File: src/hdl/assert_macros.svh
// Assertion macros used by the translator core.
`ifndef ASSERT_MACROS_SVH
`define ASSERT_MACROS_SVH

// Same-cycle implication, reset masked.
`define EMOT_ASSERT_IMP(lbl, ck, rn, pre, con, msg) \
	lbl: assert property (@(posedge ck) disable iff (!rn) (pre) |-> (con)) \
		else $error(msg);

// Next-cycle implication, reset masked.
`define EMOT_ASSERT_NXT(lbl, ck, rn, pre, con, msg) \
	lbl: assert property (@(posedge ck) disable iff (!rn) (pre) |=> (con)) \
		else $error(msg);

`endif

File: src/hdl/emot_pkg.sv
// Types and codes of the extent map offset translator.
`default_nettype none
package emot_pkg;

	localparam int DW = 64;

	localparam logic [1:0] REQ_APPEND = 2'd0;
	localparam logic [1:0] REQ_CLEAR  = 2'd1;
	localparam logic [1:0] REQ_QUERY  = 2'd2;

	localparam logic [2:0] ST_OK       = 3'd0;
	localparam logic [2:0] ST_INVAL    = 3'd1;
	localparam logic [2:0] ST_OVERFLOW = 3'd2;
	localparam logic [2:0] ST_RANGE    = 3'd3;
	localparam logic [2:0] ST_FULL     = 3'd4;

	// Query token walking the cell row.
	typedef struct packed {
		logic          hit;   // holding extent found
		logic          ovf;   // query end wrapped past 2^64-1
		logic [DW-1:0] off;   // query offset
		logic [DW-1:0] len;   // query length
		logic [DW-1:0] rel;   // offset relative to the current extent start
		logic [DW-1:0] base;  // base of holding extent
		logic [DW-1:0] elen;  // length of holding extent
	} scan_tok_t;

	typedef struct packed {
		logic [2:0]    status;
		logic [DW-1:0] device_address;
		logic [DW-1:0] error_offset;
	} scan_rslt_t;

endpackage
`default_nettype wire

File: src/hdl/emot_finish.sv
// Final checks on the token leaving the cell row; one register stage.
`default_nettype none
module emot_finish (
	input  wire logic              clk,
	input  wire logic              arst_n,
	input  wire logic              tok_vld,
	input  wire emot_pkg::scan_tok_t tok,
	output logic                   rslt_vld,
	output emot_pkg::scan_rslt_t   rslt
);
	import emot_pkg::*;

	logic          vld_s1;
	logic          hit_s1;
	logic          ovf_s1;
	logic [DW-1:0] off_s1;
	logic [DW-1:0] len_s1;
	logic [DW-1:0] rel_s1;
	logic [DW-1:0] base_s1;
	logic [DW-1:0] room_s1;
	logic [DW:0]   sum_s1;

	always_ff @(posedge clk or negedge arst_n) begin
		if (!arst_n) begin
			vld_s1 <= 1'b0;
		end else begin
			vld_s1 <= tok_vld;
		end
	end

	always_ff @(posedge clk) begin
		hit_s1  <= tok.hit;
		ovf_s1  <= tok.ovf;
		off_s1  <= tok.off;
		len_s1  <= tok.len;
		rel_s1  <= tok.rel;
		base_s1 <= tok.base;
		room_s1 <= tok.elen - tok.rel;
		sum_s1  <= {1'b0, tok.base} + {1'b0, tok.rel};
	end

	assign rslt_vld = vld_s1;

	always_comb begin
		rslt = '{status: ST_OK, device_address: '0, error_offset: '0};
		if (ovf_s1) begin
			rslt.status       = ST_OVERFLOW;
			rslt.error_offset = off_s1;
		end else if (!hit_s1) begin
			rslt.status       = ST_RANGE;
			rslt.error_offset = off_s1;
		end else if (len_s1 > room_s1) begin
			rslt.status       = ST_INVAL;
			rslt.error_offset = rel_s1;
		end else if (sum_s1[DW]) begin
			rslt.status       = ST_OVERFLOW;
			rslt.error_offset = base_s1;
		end else begin
			rslt.device_address = sum_s1[DW-1:0];
		end
	end

endmodule
`default_nettype wire
File: config.mk
export PLATFORM = sky130hd
export DESIGN_NAME = emot_finish
export DESIGN_NICKNAME = d
export VERILOG_FILES = /design/src/hdl/assert_macros.svh /design/src/hdl/emot_pkg.sv /design/src/hdl/emot_finish.sv
export SDC_FILE = /design/constraint.sdc
export NUM_CORES = 1
export LEC_CHECK = 0
export BUFFER_PORTS_ARGS = -buffer_cell sky130_fd_sc_hd__buf_2
export CORE_ASPECT_RATIO = 1.5
export CORE_MARGIN = 2
export CORE_UTILIZATION = 45
export CTS_BUF_LIST = sky130_fd_sc_hd__clkbuf_8
export CTS_CLUSTER_DIAMETER = 40
export DETAILED_ROUTE_END_ITERATION = 12
export PLACE_DENSITY = 0.69
export SETUP_SLACK_MARGIN = 0.05
export SYNTH_ARGS = -nofsm -noshare
export SYNTH_HDL_FRONTEND = slang
export SYNTH_SLANG_ARGS = --single-unit
export TNS_END_PERCENT = 1
File: constraint.sdc
create_clock -name clk -period 9.53 [get_ports clk]
set_input_delay 0.953 -clock clk [delete_from_list [all_inputs] [get_ports clk]]
set_output_delay 0.953 -clock clk [all_outputs]
set_load 0.03 [all_outputs]
==> key figures <==
Yosys
  • Ys async rst share: 0.258%
  • Avg Cell Area, Syn: 8.84 sq um
  • Post-synth EDFFs: 0
  • Yosys warns: 0
  • Syn_nets: 2,707
  • Synth cell types: 77
  • Sequential fraction of the synthesis area: 40.2%
  • Cell Area, Synth: 0.0193 sq mm
  • Primary FF master, synth: dfxtp_1
  • Synthesis-stage register bit count: 388
  • Post-Syn Instances: 2,189

STA
  • Slew headroom: 44.5%
  • Highest Clock Rate: 162 MHz
  • TNS Setup: 0 ps
  • Worst slew pin tran: 829 ps
  • Final Hold Viols: 0
  • Tmin final: 6180 ps
  • Final Cycle Share: 64.8%
  • Final setup violation count: 0
  • RSZ-0062 raised after global routing: false
  • Max-slew violations: 0
  • Hold slack: 99.9 ps

Die
  • Die footprint: 0.0447 sq mm
  • Die width: 173 microns
  • Cell row count: 93
  • Core Region: 0.0427 sq mm
  • I/O Pins: 457
  • Initial Util: 45.3%
  • DIE HEIGHT: 258 microns

Global route
  • Initial antenna violation count: 22
  • First-pass GRT wire length: 109,000 microns
  • Largest net degree at the start of global routing: 77
  • GRT Util Overall: 32.0%
  • Overflow after GRT: 0
  • Vias in the first global route: 18,600

CTS
  • Num CTS Buffers: 59
  • Post-cts gate resize count: 0
  • Clock sink count: 388
  • Hold-fix buffers, CTS: 0
  • Clock buffer depth: 3
  • Setup Fix Bufs, Post-CTS: 0
  • Max H-tree Level: 2
  • Clock-pin slew on the worst setup and hold paths: 60 ps
  • TritonCTS clock tree: yes
  • CTS Root Cell: clkbuf_8

Worst setup path
  • Data arrival, critical path: 5230 ps
  • CP Cell Sequence: inv_1 -> ha_1 -> and3_1 -> nand4_1 -> nor3_1 -> nand2_1 -> nor3_2 -> nand2b_1 -> o22a_2 -> buf_4 -> nand4_1 -> a31oi_1 -> buf_2
  • Critical-path top delay cell: o22a_2
  • Crit path top cell by count: nand4_1
  • Worst path buffer plus inverter count: 3
  • Critical Path Max Stage Delay: 670 ps
  • Worst Setup Path Type: reg -> out
  • CP delay by family, top: simple AND/OR/NAND/NOR gates
  • Worst setup SP type: flop
  • Critical path peak fanout: 33
  • Worst Setup End Kind: output pin
  • CP required: 8580 ps

Drt
  • Wire per inst: 22.8 microns
  • DRC errors left: 0
  • Post-route ant nets: 0
  • Via count: 18,300
  • Vias per inst: 5.64
  • WL final: 73,900 microns
  • Drt initial violations: 1,117
  • DRT Pass-1 Iters: 5

Power
  • Int Power: 3.01 mW
  • Switching share of power: 33.4%
  • Clock Power Share: 31.2%
  • Pwr Total: 4.52 mW
  • Peak VDD IR: 0.150 mV
  • NetSw: 1.51 mW
  • Combinational share of power: 27.5%
  • Cell Pwr Density: 194 mW/mm^2
  • Seq pwr share: 41.3%
  • Leakage: 11.4 nW

Place
  • Placed inst area: 0.0220 sq mm
  • Post-DP HPWL: 60,400 microns
  • PortBufs: 455
  • GPL Wtd Cong: 1.02

Finish
  • Layout cells sized above 1: 21.9%
  • Final Net Count: 3,130
  • Commonest non-fill, non-tap cell in the layout: buf_2
  • P&R area growth vs syn: 20.3%
  • Most frequent cells in the layout: buf_2 (455), dfxtp_1 (386), ha_1 (191)
  • Fin area: 0.0233 sq mm

Job
  • Max-Cap Viols: 0

Status
  • Status: finished clean

Worst hold path
  • Worst hold path type: in -> async
## synthesized netlist by cell type, drive strengths merged, types with 8 or more instances
cell type	count	area share, %
dfxtp	387	40
o31ai	8	0.31
nor2b	23	0.74
xor2	39	1.8
nand4	99	3.2
o31a	8	0.36
and2	73	2.4
a211oi	16	0.62
nand2b	20	0.65
xnor2	72	3.3
a21oi	159	4.1
a31oi	76	2.5
o21a	17	0.66
nand2	114	2.2
nor3	25	0.67
nand3	35	0.91
a221oi	9	0.44
o211ai	13	0.53
clkbuf	85	1.7
buf	16	0.41
or3	10	0.32
and3	22	0.71
inv	165	3.2
ha	191	12
a21o	101	3.9
o21ai	142	3.7
o21bai	17	0.66
nor2	142	2.8
## registers in the layout, indices dropped and copies added (netlist names)
| signal | cells |
|---|---|
| sum_s1 | 65 |
| rel_s1 | 64 |
| rslt_vld | 1 |
| hit_s1 | 1 |
| room_s1 | 64 |
| off_s1 | 64 |
| base_s1 | 64 |
| ovf_s1 | 1 |
| len_s1 | 64 |
## routing by layer
layer	wire [microns]	GRT usage, %
met1	24800	30.7
met2	37000	59.0
met3	5820	8.36
met4	6070	23.2
met5	103	0
## path summary, 6_finish.rpt
path | startpoint | endpoint | slack [ps] | depth (start not counted)
max | room_s1[63] | rslt[25] | 3350 | 13
min | arst_n | rslt_vld | 100 | 1
max in group asynchronous | arst_n | rslt_vld | 9340 | 1
min in group clk | tok[307] | off_s1[51] | 410 | 1
## metrics by stage
stage	cells	setup slack [ps]	utilization, %
after detailed placement	3121	4030	51.6
after floorplan	2189	5540	-
after CTS	3226	3280	54.4
after global placement	3121	4100	51.6
after global routing	3228	3050	54.4
final	3239	3350	54.5
## cells by family after synthesis
group           after synthesis  share of synthesized area [%]
compound gates              635                           21.0
simple gates                591                           15.7
flops                       388                           40.2
buf+inv                     266                           5.27
fa+ha+maj                   193                           12.6
xor+xnor                    111                           5.03
mux                           4                          0.213
other cells                   1                         0.0194
## final cells by class
type	instances	area, sq um
multi-input combinational	1535	10600
clock inverter	32	211
antenna	13	32.5
inverter	165	619
timing repair buffer	463	2340
sequential	388	7770
fill	4093	19400
tap	570	713
clock buffer	73	1000
## power by group through the flow
| stage | sequential (mW) | clock, mW | combinational, mW |
|---|---|---|---|
| 5_1_grt | 1.88 | 1.51 | 1.35 |
| 4_1_cts | 1.87 | 1.44 | 1.24 |
| 3_5_place_dp | 1.90 | 0 | 1.23 |
| 6_report | 1.87 | 1.41 | 1.24 |
| 2_1_floorplan | 1.87 | 0 | 0.821 |
| 3_3_place_gp | 1.90 | 0 | 1.22 |
(Power assumes the default switching activity.)
