$ cat src/hdl/assert_macros.svh
// Assertion macros used by the translator core.
`ifndef ASSERT_MACROS_SVH
`define ASSERT_MACROS_SVH

// Same-cycle implication, reset masked.
`define EMOT_ASSERT_IMP(lbl, ck, rn, pre, con, msg) \
	lbl: assert property (@(posedge ck) disable iff (!rn) (pre) |-> (con)) \
		else $error(msg);

// Next-cycle implication, reset masked.
`define EMOT_ASSERT_NXT(lbl, ck, rn, pre, con, msg) \
	lbl: assert property (@(posedge ck) disable iff (!rn) (pre) |=> (con)) \
		else $error(msg);

`endif

$ cat src/hdl/emot_pkg.sv
// Types and codes of the extent map offset translator.
`default_nettype none
package emot_pkg;

	localparam int DW = 64;

	localparam logic [1:0] REQ_APPEND = 2'd0;
	localparam logic [1:0] REQ_CLEAR  = 2'd1;
	localparam logic [1:0] REQ_QUERY  = 2'd2;

	localparam logic [2:0] ST_OK       = 3'd0;
	localparam logic [2:0] ST_INVAL    = 3'd1;
	localparam logic [2:0] ST_OVERFLOW = 3'd2;
	localparam logic [2:0] ST_RANGE    = 3'd3;
	localparam logic [2:0] ST_FULL     = 3'd4;

	// Query token walking the cell row.
	typedef struct packed {
		logic          hit;   // holding extent found
		logic          ovf;   // query end wrapped past 2^64-1
		logic [DW-1:0] off;   // query offset
		logic [DW-1:0] len;   // query length
		logic [DW-1:0] rel;   // offset relative to the current extent start
		logic [DW-1:0] base;  // base of holding extent
		logic [DW-1:0] elen;  // length of holding extent
	} scan_tok_t;

	typedef struct packed {
		logic [2:0]    status;
		logic [DW-1:0] device_address;
		logic [DW-1:0] error_offset;
	} scan_rslt_t;

endpackage
`default_nettype wire

$ cat src/hdl/emot_cell.sv
// One extent cell: stores an extent and steps the query token past it.
`default_nettype none
module emot_cell (
	input  wire logic              clk,
	input  wire logic              arst_n,
	input  wire logic              wr_en,
	input  wire logic [63:0]       wr_base,
	input  wire logic [63:0]       wr_len,
	input  wire logic              live,
	input  wire logic              tok_vld_in,
	input  wire emot_pkg::scan_tok_t tok_in,
	output logic                   tok_vld_out,
	output emot_pkg::scan_tok_t    tok_out
);
	import emot_pkg::*;

	logic [DW-1:0] base_q;
	logic [DW-1:0] len_q;
	logic          act;
	logic [DW:0]   diff;
	scan_tok_t     tok_nxt;

	always_ff @(posedge clk) begin
		if (wr_en) begin
			base_q <= wr_base;
			len_q  <= wr_len;
		end
	end

	// rel < len shows as the borrow of rel - len; zero-length extents never hit
	assign act  = tok_vld_in && !tok_in.hit && !tok_in.ovf && live;
	assign diff = {1'b0, tok_in.rel} - {1'b0, len_q};

	always_comb begin
		tok_nxt = tok_in;
		if (act) begin
			if (diff[DW]) begin
				tok_nxt.hit  = 1'b1;
				tok_nxt.base = base_q;
				tok_nxt.elen = len_q;
			end else begin
				tok_nxt.rel = diff[DW-1:0];
			end
		end
	end

	always_ff @(posedge clk or negedge arst_n) begin
		if (!arst_n) begin
			tok_vld_out <= 1'b0;
		end else begin
			tok_vld_out <= tok_vld_in;
		end
	end

	always_ff @(posedge clk) begin
		tok_out <= tok_nxt;
	end

endmodule
`default_nettype wire

$ cat config.mk
export PLATFORM = sky130hd
export DESIGN_NAME = emot_cell
export DESIGN_NICKNAME = d
export VERILOG_FILES = /design/src/hdl/assert_macros.svh /design/src/hdl/emot_pkg.sv /design/src/hdl/emot_cell.sv
export SDC_FILE = /design/constraint.sdc
export NUM_CORES = 1
export LEC_CHECK = 0
export BUFFER_PORTS_ARGS = -buffer_cell sky130_fd_sc_hd__buf_2
export CAP_MARGIN = 10
export CORE_AREA = 2 2 305 307
export DETAILED_ROUTE_END_ITERATION = 10
export DIE_AREA = 0 0 307 309
export PLACE_DENSITY = 0.47
export SKIP_LAST_GASP = 1
export SYNTH_ARGS = -nofsm -noshare
export SYNTH_HDL_FRONTEND = slang
export SYNTH_SLANG_ARGS = --single-unit
$ cat constraint.sdc
create_clock -name clk -period 3.25 [get_ports clk]
set_input_delay 0.1625 -clock clk [delete_from_list [all_inputs] [get_ports clk]]
set_output_delay 0.1625 -clock clk [all_outputs]
set_load 0.1 [all_outputs]
==> metrics.yaml, run 1 <==
job:
  cap_violations: 0
timing:
  slew_violations: 0
  fin_crit_ns: 3.47
  fmax_mhz: 288
  relSlewSlack: 0.559
  worstMarginPinSlew_ns: 0.666
  rsz0062_at_grt: "yes"
  post-route-period-util: 1.07
  hold_viol: 0
  setup_viol: 157
  finClkSkew_ns: 0.0336
  final.setup.worst_slack_ns: -0.221
clocking:
  h-tree-depth: 2
  cts_tree: "yes"
  clock_sinks: 451
  clk-insertion-delay-late_ns: 0.65
  clk_transition_reported_paths_ns: 0.06
  cts_buffer_depth: 3
  cts-root-buf: "clkbuf_16"
  numCtsBuffers: 51
cells_and_area:
  syn2layout_area_growth_pct: 87.6
  nets: 3344
  utilization: 0.343
  drive_gt1_frac: 0.452
  final_cells: 4064
logic_synthesis:
  ys_warn_count: 0
  synth_cells: 1391
  mappedNetlistArea_um2: 16700
  ys_ff_latch: 451
  syn_area_per_cell_um2: 12.0
  ys.flop_type: "dfxtp_1"
  ys_types: 61
  async_flop_share: 0.00222
  synth_nets: 1911
  synth_edf_count: 128
  synth_seq_area_share: 0.618
place:
  routabilityCongestion: 0.848
  port_buffers: 777
  dp.cells: 3458
  hpwl_um: 60000
setup_path:
  cp-start-kind: "register"
  critPathKind: "register to register"
  endpoint_kind: "register"
  startpoint: "len_q[33]"
  crit_required_ns: 3.76
  regToRegSetupSlack_ns: -0.22
  cpPeakStageDelay_ns: 0.41
  cp_slowest_cell: "edfxtp_1"
  arrival_ns: 3.98
  r2r_start: "len_q[33]"
  crit_fanout: 8
  worstPathCellList: "inv_2, ha_4, a21oi_4, nor2b_1, o21ai_1, nand2b_1, a221o_1, a211o_1, o31a_1, nor3b_4, buf_6, buf_12, clkbuf_16, mux2_1"
status:
  failed_checks: "negative setup slack"
  status: "finished with violations"
global_routing:
  grt_pass1_wl_um: 108000
  grt_max_degree: 77
  grt_remaining_overflow: 0
  grt_antenna_before_repair: 28
  grt_usage: 0.155
  grt_pass1_vias: 16836
route:
  wl_met3_um: 5380
  route.met2.wl_um: 41300
  drc: 0
  postRouteAntennaNets: 0
  drtIter0Drc: 776
  highest_layer: "met5"
  wl_um: 81500
  vias: 16080
  wire_per_inst_um: 20.1
  vias_per_cell: 3.96
  wl_met1_um: 31200
  dr.pass1.iters: 5
power:
  ir_drop_v: 0.000460
  p_leak_nw: 14.3
  p_per_area_nw_per_um2: 548
floorplanning:
  core_area_um2: 91400
  ios: 778
  die-area_um2: 94900
  start_util: 0.183
  fp.dieH_um: 309
  rows: 111
  fp.dieW_um: 307
worst_hold_path:
  holdCritStartpoint: "tok_in[265]"
  hold_class: "input pin to register"
## sequential cells by signal, summed over array words and instances, names as in the netlist
signal	cells
base_q	64
len_q	64
tok_out	322
tok_vld_out	1
## cells by family after synthesis
group                      Yosys count  synth area share
DFF                                451             0.618
buffers and inverters              127            0.0345
AOI/OAI and AO/OA                  290             0.106
adders and majority gates           65            0.0492
xor gates and xnor gates            57            0.0299
muxes                              132            0.0891
and+or+nand+nor                    269            0.0738
## per-layer routing
layer,global-route usage,vias to the layer above
met4,0.0648,22
met2,0.282,564
li1,-,7788
met5,0,-
met1,0.165,7547
met3,0.0479,159
## cells in the final DEF (no fill, tap or decap), types with 7 or more instances in the layout
cell type,netlist,layout
clkinv_2,0,10
edfxtp_1,128,128
mux2_4,0,99
nand2_4,0,19
a21oi_2,1,11
xnor2_1,34,34
buf_2,7,776
buf_4,2,142
nand3_1,12,12
ha_1,64,59
o21ai_1,5,28
a21o_1,38,38
clkbuf_16,0,71
o21a_1,11,10
a21oi_1,86,71
o21ai_2,1,24
nand4_1,21,21
clkbuf_1,31,11
o21bai_1,7,7
buf_12,0,16
nor2b_1,11,11
nand2_1,125,84
inv_1,76,75
dlygate4sd3_1,0,454
o21ai_0,92,45
buf_8,0,10
mux2_1,109,19
dfxtp_1,322,322
mux2_2,23,14
buf_6,11,11
nor2_1,50,50
nor3_1,17,14
nand2_2,0,22
diode_2,0,12
xor2_1,23,23
## worst paths after layout
kind                                 to  cells past startpoint
min                        tok_out[265]                      2
max in group asynchronous   tok_vld_out                      3
max                         tok_out[74]                     14
min reg2reg                tok_out[123]                      1
min in group asynchronous   tok_vld_out                      3
max reg2reg                 tok_out[74]                     14
## cells in the mapped netlist (17+ instances only)
cell type,count,area [um^2]
mux2_2,23,259
nand2_1,125,469
a21oi_1,86,430
nor2_1,50,188
dfxtp_1,322,6450
xnor2_1,34,298
nand4_1,21,131
ha_1,64,801
xor2_1,23,201
mux2_1,109,1230
o21ai_0,92,460
nor3_1,17,85.1
a21o_1,38,285
clkbuf_1,31,116
inv_1,76,285
edfxtp_1,128,3840
## critical path, delay by kind of cell, from the launching register on
family	cells	cell delay, ns
buf+inv	4	0.62
fa+ha+maj	1	0.20
compound gates	5	1.34
simple gates	3	0.43
mux	1	0.32
flops	1	0.41
## what timing repair did
| item | CTS | global route |
|---|---|---|
| gates cloned | 2 | 22 |
| pin swaps | 7 | 61 |
| endpoints found under the hold margin | 481 | 0 |
| hold buffers | 454 | 0 |
| buffers inserted | 7 | 22 |
| resized for setup | 52 | 294 |
| endpoints found under the setup margin | 193 | 186 |
## final cells by class
cell class | count | area (um^2)
inverter | 76 | 285
tap | 1186 | 1480
antenna | 12 | 30.0
clock inverter | 27 | 299
multi-input combinational | 813 | 6830
timing repair buffer | 1431 | 10600
sequential | 451 | 10300
fill | 9182 | 60100
clock buffer | 68 | 1420
## stage by stage
stage                     total power [mW]  setup WS, ns  hold WS [ns]  setup TNS (ns)  area [um^2]
after floorplan                       9.18         0.147        -0.133               0        16700
after global placement                10.5        -0.520       -0.0620          -60.11        23100
after detailed placement              10.5        -0.599       -0.0601          -87.20        23100
after CTS                             17.1        -0.187        0.0989          -18.12        29700
after global routing                  17.9        -0.397         0.120          -54.81        31300
final                                 17.2        -0.221         0.165          -22.70        31300
## power breakdown
| part | switching [mW] | leakage, nW | internal (mW) | total, mW |
|---|---|---|---|---|
| Clock | 2.58 | 0.843 | 3.43 | 6.01 |
| Sequential | 0.141 | 3.98 | 6.18 | 6.32 |
| Combinational | 3.21 | 9.52 | 1.62 | 4.83 |
| Total | 5.93 | 14.3 | 11.2 | 17.2 |
Power figures use the tool's default switching activity.
==> run 2: changes to the inputs <==
- ABC_AREA: not set -> 1
- PLACE_DENSITY: 0.47 -> 0.49
==> run 2 against run 1 <==
Compared with the run above:
- the flow now finishes without violations
- core utilization down 1.3 points
- routed wire length up 10%
- clock power down 2%
- via count up 19%
- clock-buffer cell count up 9
- cell area down 3.8%
- first-iteration DRC count up 33%
- sequential power about the same
- combinational power down 3%
- critical endpoint is now tok_out[189]
- largest cell class is now sequential cells
- largest power group unchanged
==> metrics.yaml, run 2 <==
logic_synthesis:
  muxShareOfSynthArea: 0
  yosysTopAreaCell: "dfxtp_1"
  ys_top_cells_by_count: "nand2_1 (753), inv_1 (410), dfxtp_1 (322)"
  synth_top_area_share: 0.347
  synth_seq_area_share: 0.554
  synth_nets: 2776
  syn_area_per_cell_um2: 8.25
  yosys.area_share.simple: 0.215
  mappedNetlistArea_um2: 18600
  synth_compound_area_frac: 0.0679
  synth_top_family_by_area: "simple AND/OR/NAND/NOR gates"
  async_flop_share: 0.00222
  ys_ff_latch: 451
  synth_edf_count: 128
  synth_area_leaders: "dfxtp_1 (35%), edfxtp_1 (21%), nand2_1 (15%), inv_1 (8.3%), ha_1 (4.3%)"
  synthXorXnorAreaFrac: 0.0165
  yosysMostFrequentCell: "nand2_1"
  synth_cells: 2256
  ys_warn_count: 0
  synthAdderAreaFrac: 0.0441
  ys.flop_type: "dfxtp_1"
  ys_types: 35
timing:
  rsz0062_at_grt: "no"
  fin_crit_ns: 2.87
  finClkSkew_ns: 0.0317
  slew_violations: 0
  relSlewSlack: 0.489
  worstMarginPinSlew_ns: 0.763
  post-route-period-util: 0.882
  setup_viol: 0
  fmax_mhz: 349
  totalNegativeSetupSlack_ns: 0
  final.setup.worst_slack_ns: 0.384
  hold_viol: 0
clocking:
  cts_buffer_depth: 3
  cts_tree: "yes"
  clock_sinks: 451
  clk-insertion-delay-late_ns: 0.64
  numCtsBuffers: 54
  cts_setup_buffers: 0
  cts-root-buf: "clkbuf_16"
  clk_transition_reported_paths_ns: 0.06
  h-tree-depth: 2
floorplanning:
  fp.dieH_um: 309
  die-area_um2: 94900
  fp.dieW_um: 307
  core_area_um2: 91400
  rows: 111
  start_util: 0.204
  ios: 778
cells_and_area:
  drive_gt1_frac: 0.251
  reg.largest.list: "tok_out: 322 flops, base_q: 64 flops, len_q: 64 flops"
  syn2layout_area_growth_pct: 62.0
  fin_area_um2: 30100
  regMostFlops: "tok_out"
  final_cell_mix: "buf_2 (776), nand2_1 (753), dlygate4sd3_1 (453)"
  nets: 4033
  largest_reg_flops: 322
  final_common_cell: "buf_2"
setup_path:
  endpoint_kind: "register"
  startpoint: "len_q[0]"
  arrival_ns: 3.44
  critPathKind: "register to register"
  crit_fanout: 31
  cp_slowest_cell: "inv_2"
  cp-start-kind: "register"
  worst-path-buf-inv: 2
  cpPeakStageDelay_ns: 0.45
  crit_family: "simple AND/OR/NAND/NOR gates"
  crit_required_ns: 3.82
  worstPathCellList: "ha_1, fa_1, inv_1, nand2_1, nand2_1, nand3_1, nand2_2, nand2_1, nand2_2, nand2_1, nand2_2, nand2_2, nand2_2, nand2_4, inv_2, nand3_1, nand2_1"
  r2r_start: "len_q[0]"
power:
  combinationalPowerShare: 0.278
  p_sw_mw: 6.15
  finalPower_mw: 16.9
  p_leak_nw: 15.5
  switching_share: 0.364
  pwr-share-seq: 0.372
  ir_drop_v: 0.000462
  p_per_area_nw_per_um2: 561
  clkPwrFrac: 0.350
  p_int_mw: 10.7
route:
  dr.pass1.iters: 6
  postRouteAntennaNets: 0
  vias_per_cell: 4.01
  vias: 19078
  drc: 0
  drtIter0Drc: 1034
  wl_um: 89900
  wire_per_inst_um: 18.9
worst_hold_path:
  hold_class: "input pin to register"
  holdCritStartpoint: "wr_en"
global_routing:
  grt_pass1_vias: 19155
  grt_pass1_wl_um: 125000
  grt_antenna_before_repair: 42
  grt_max_degree: 117
  grt_usage: 0.182
  grt_remaining_overflow: 0
status:
  status: "complete, no violations"
place:
  routabilityCongestion: 0.936
  place_area_um2: 23800
  detailedPlace.worstSlack_ns: 0.342
  hpwl_um: 73300
  port_buffers: 777
job:
  cap_violations: 0
run 2: cell types whose count changed after synthesis, moves of 15 or more:
cell / previous run / this run
mux2_1: 109 / 0
a21o_1: 38 / 1
xor2_1: 23 / 7
o21ai_1: 5 / 145
clkbuf_1: 31 / 3
nand3_1: 12 / 67
a21oi_1: 86 / 57
mux2_2: 23 / 0
nand2_1: 125 / 753
buf_4: 2 / 17
nor2_1: 50 / 137
o21ai_0: 92 / 22
inv_1: 76 / 410
run 2: worst paths after layout:
| path | endpoint | slack, ns | cells after the start |
|---|---|---|---|
| setup / recovery | tok_out[189] | 0.38 | 17 |
| hold reg to reg | tok_out[117] | 0.49 | 2 |
| setup reg to reg | tok_out[189] | 0.38 | 17 |
| min in group asynchronous | tok_vld_out | 0.41 | 3 |
| max in group asynchronous | tok_vld_out | 2.72 | 3 |
| hold / removal | len_q[13] | 0.06 | 1 |
run 2: metrics by stage:
| step | hold WS [ns] | utilization | cells |
|---|---|---|---|
| 4_1_cts | 0.0360 | 0.329 | 4743 |
| 6_report | 0.0558 | 0.330 | 4755 |
| 2_1_floorplan | -0.133 | - | 2256 |
| 3_5_place_dp | -0.0343 | 0.261 | 4190 |
| 5_1_grt | 0.0613 | 0.330 | 4752 |
| 3_3_place_gp | -0.0360 | 0.261 | 4190 |
run 2: timing repair:
| item | 4_1_cts | 5_1_grt |
|---|---|---|
| gates resized for setup | 0 | 0 |
| hold endpoints to repair | 452 | 0 |
| hold buffers | 453 | 0 |
run 2: logic make-up after synthesis:
family | after synthesis
flops | 451
xor+xnor | 35
compound gates | 242
buf+inv | 455
simple gates | 1008
fa+ha+maj | 65
run 2: worst register-to-register path: cells and delay by family, from the launching register on:
| family | cells | cell delay (ns) |
|---|---|---|
| buffers and inverters | 2 | 0.57 |
| and+or+nand+nor | 13 | 1.19 |
| adders and majority gates | 2 | 0.66 |
| DFF | 1 | 0.38 |
run 2: final cells by class:
cell class / count / area [um^2]
clock inverter: 23 / 183
tap: 1186 / 1480
multi-input combinational: 1350 / 6410
antenna: 12 / 30.0
fill: 9668 / 61300
clock buffer: 77 / 1540
sequential: 451 / 10300
timing repair buffer: 1243 / 8610
inverter: 413 / 1550
run 2: layer usage:
layer | global-route usage | vias to the layer above | wire length (um)
li1 | - | 9518 | -
met1 | 0.192 | 8580 | 32700
met2 | 0.339 | 745 | 46500
met3 | 0.0484 | 203 | 6490
met4 | 0.0810 | 32 | 4040
met5 | 0 | - | 205
run 2: power groups by stage:
stage / clock, mW / combinational (mW) / sequential (mW)
final: 5.91 / 4.70 / 6.29
after detailed placement: 0 / 4.23 / 6.41
after global placement: 0 / 4.23 / 6.40
after global routing: 6.34 / 5.00 / 6.32
after CTS: 6.13 / 4.73 / 6.29
after floorplan: 0 / 1.18 / 8.26
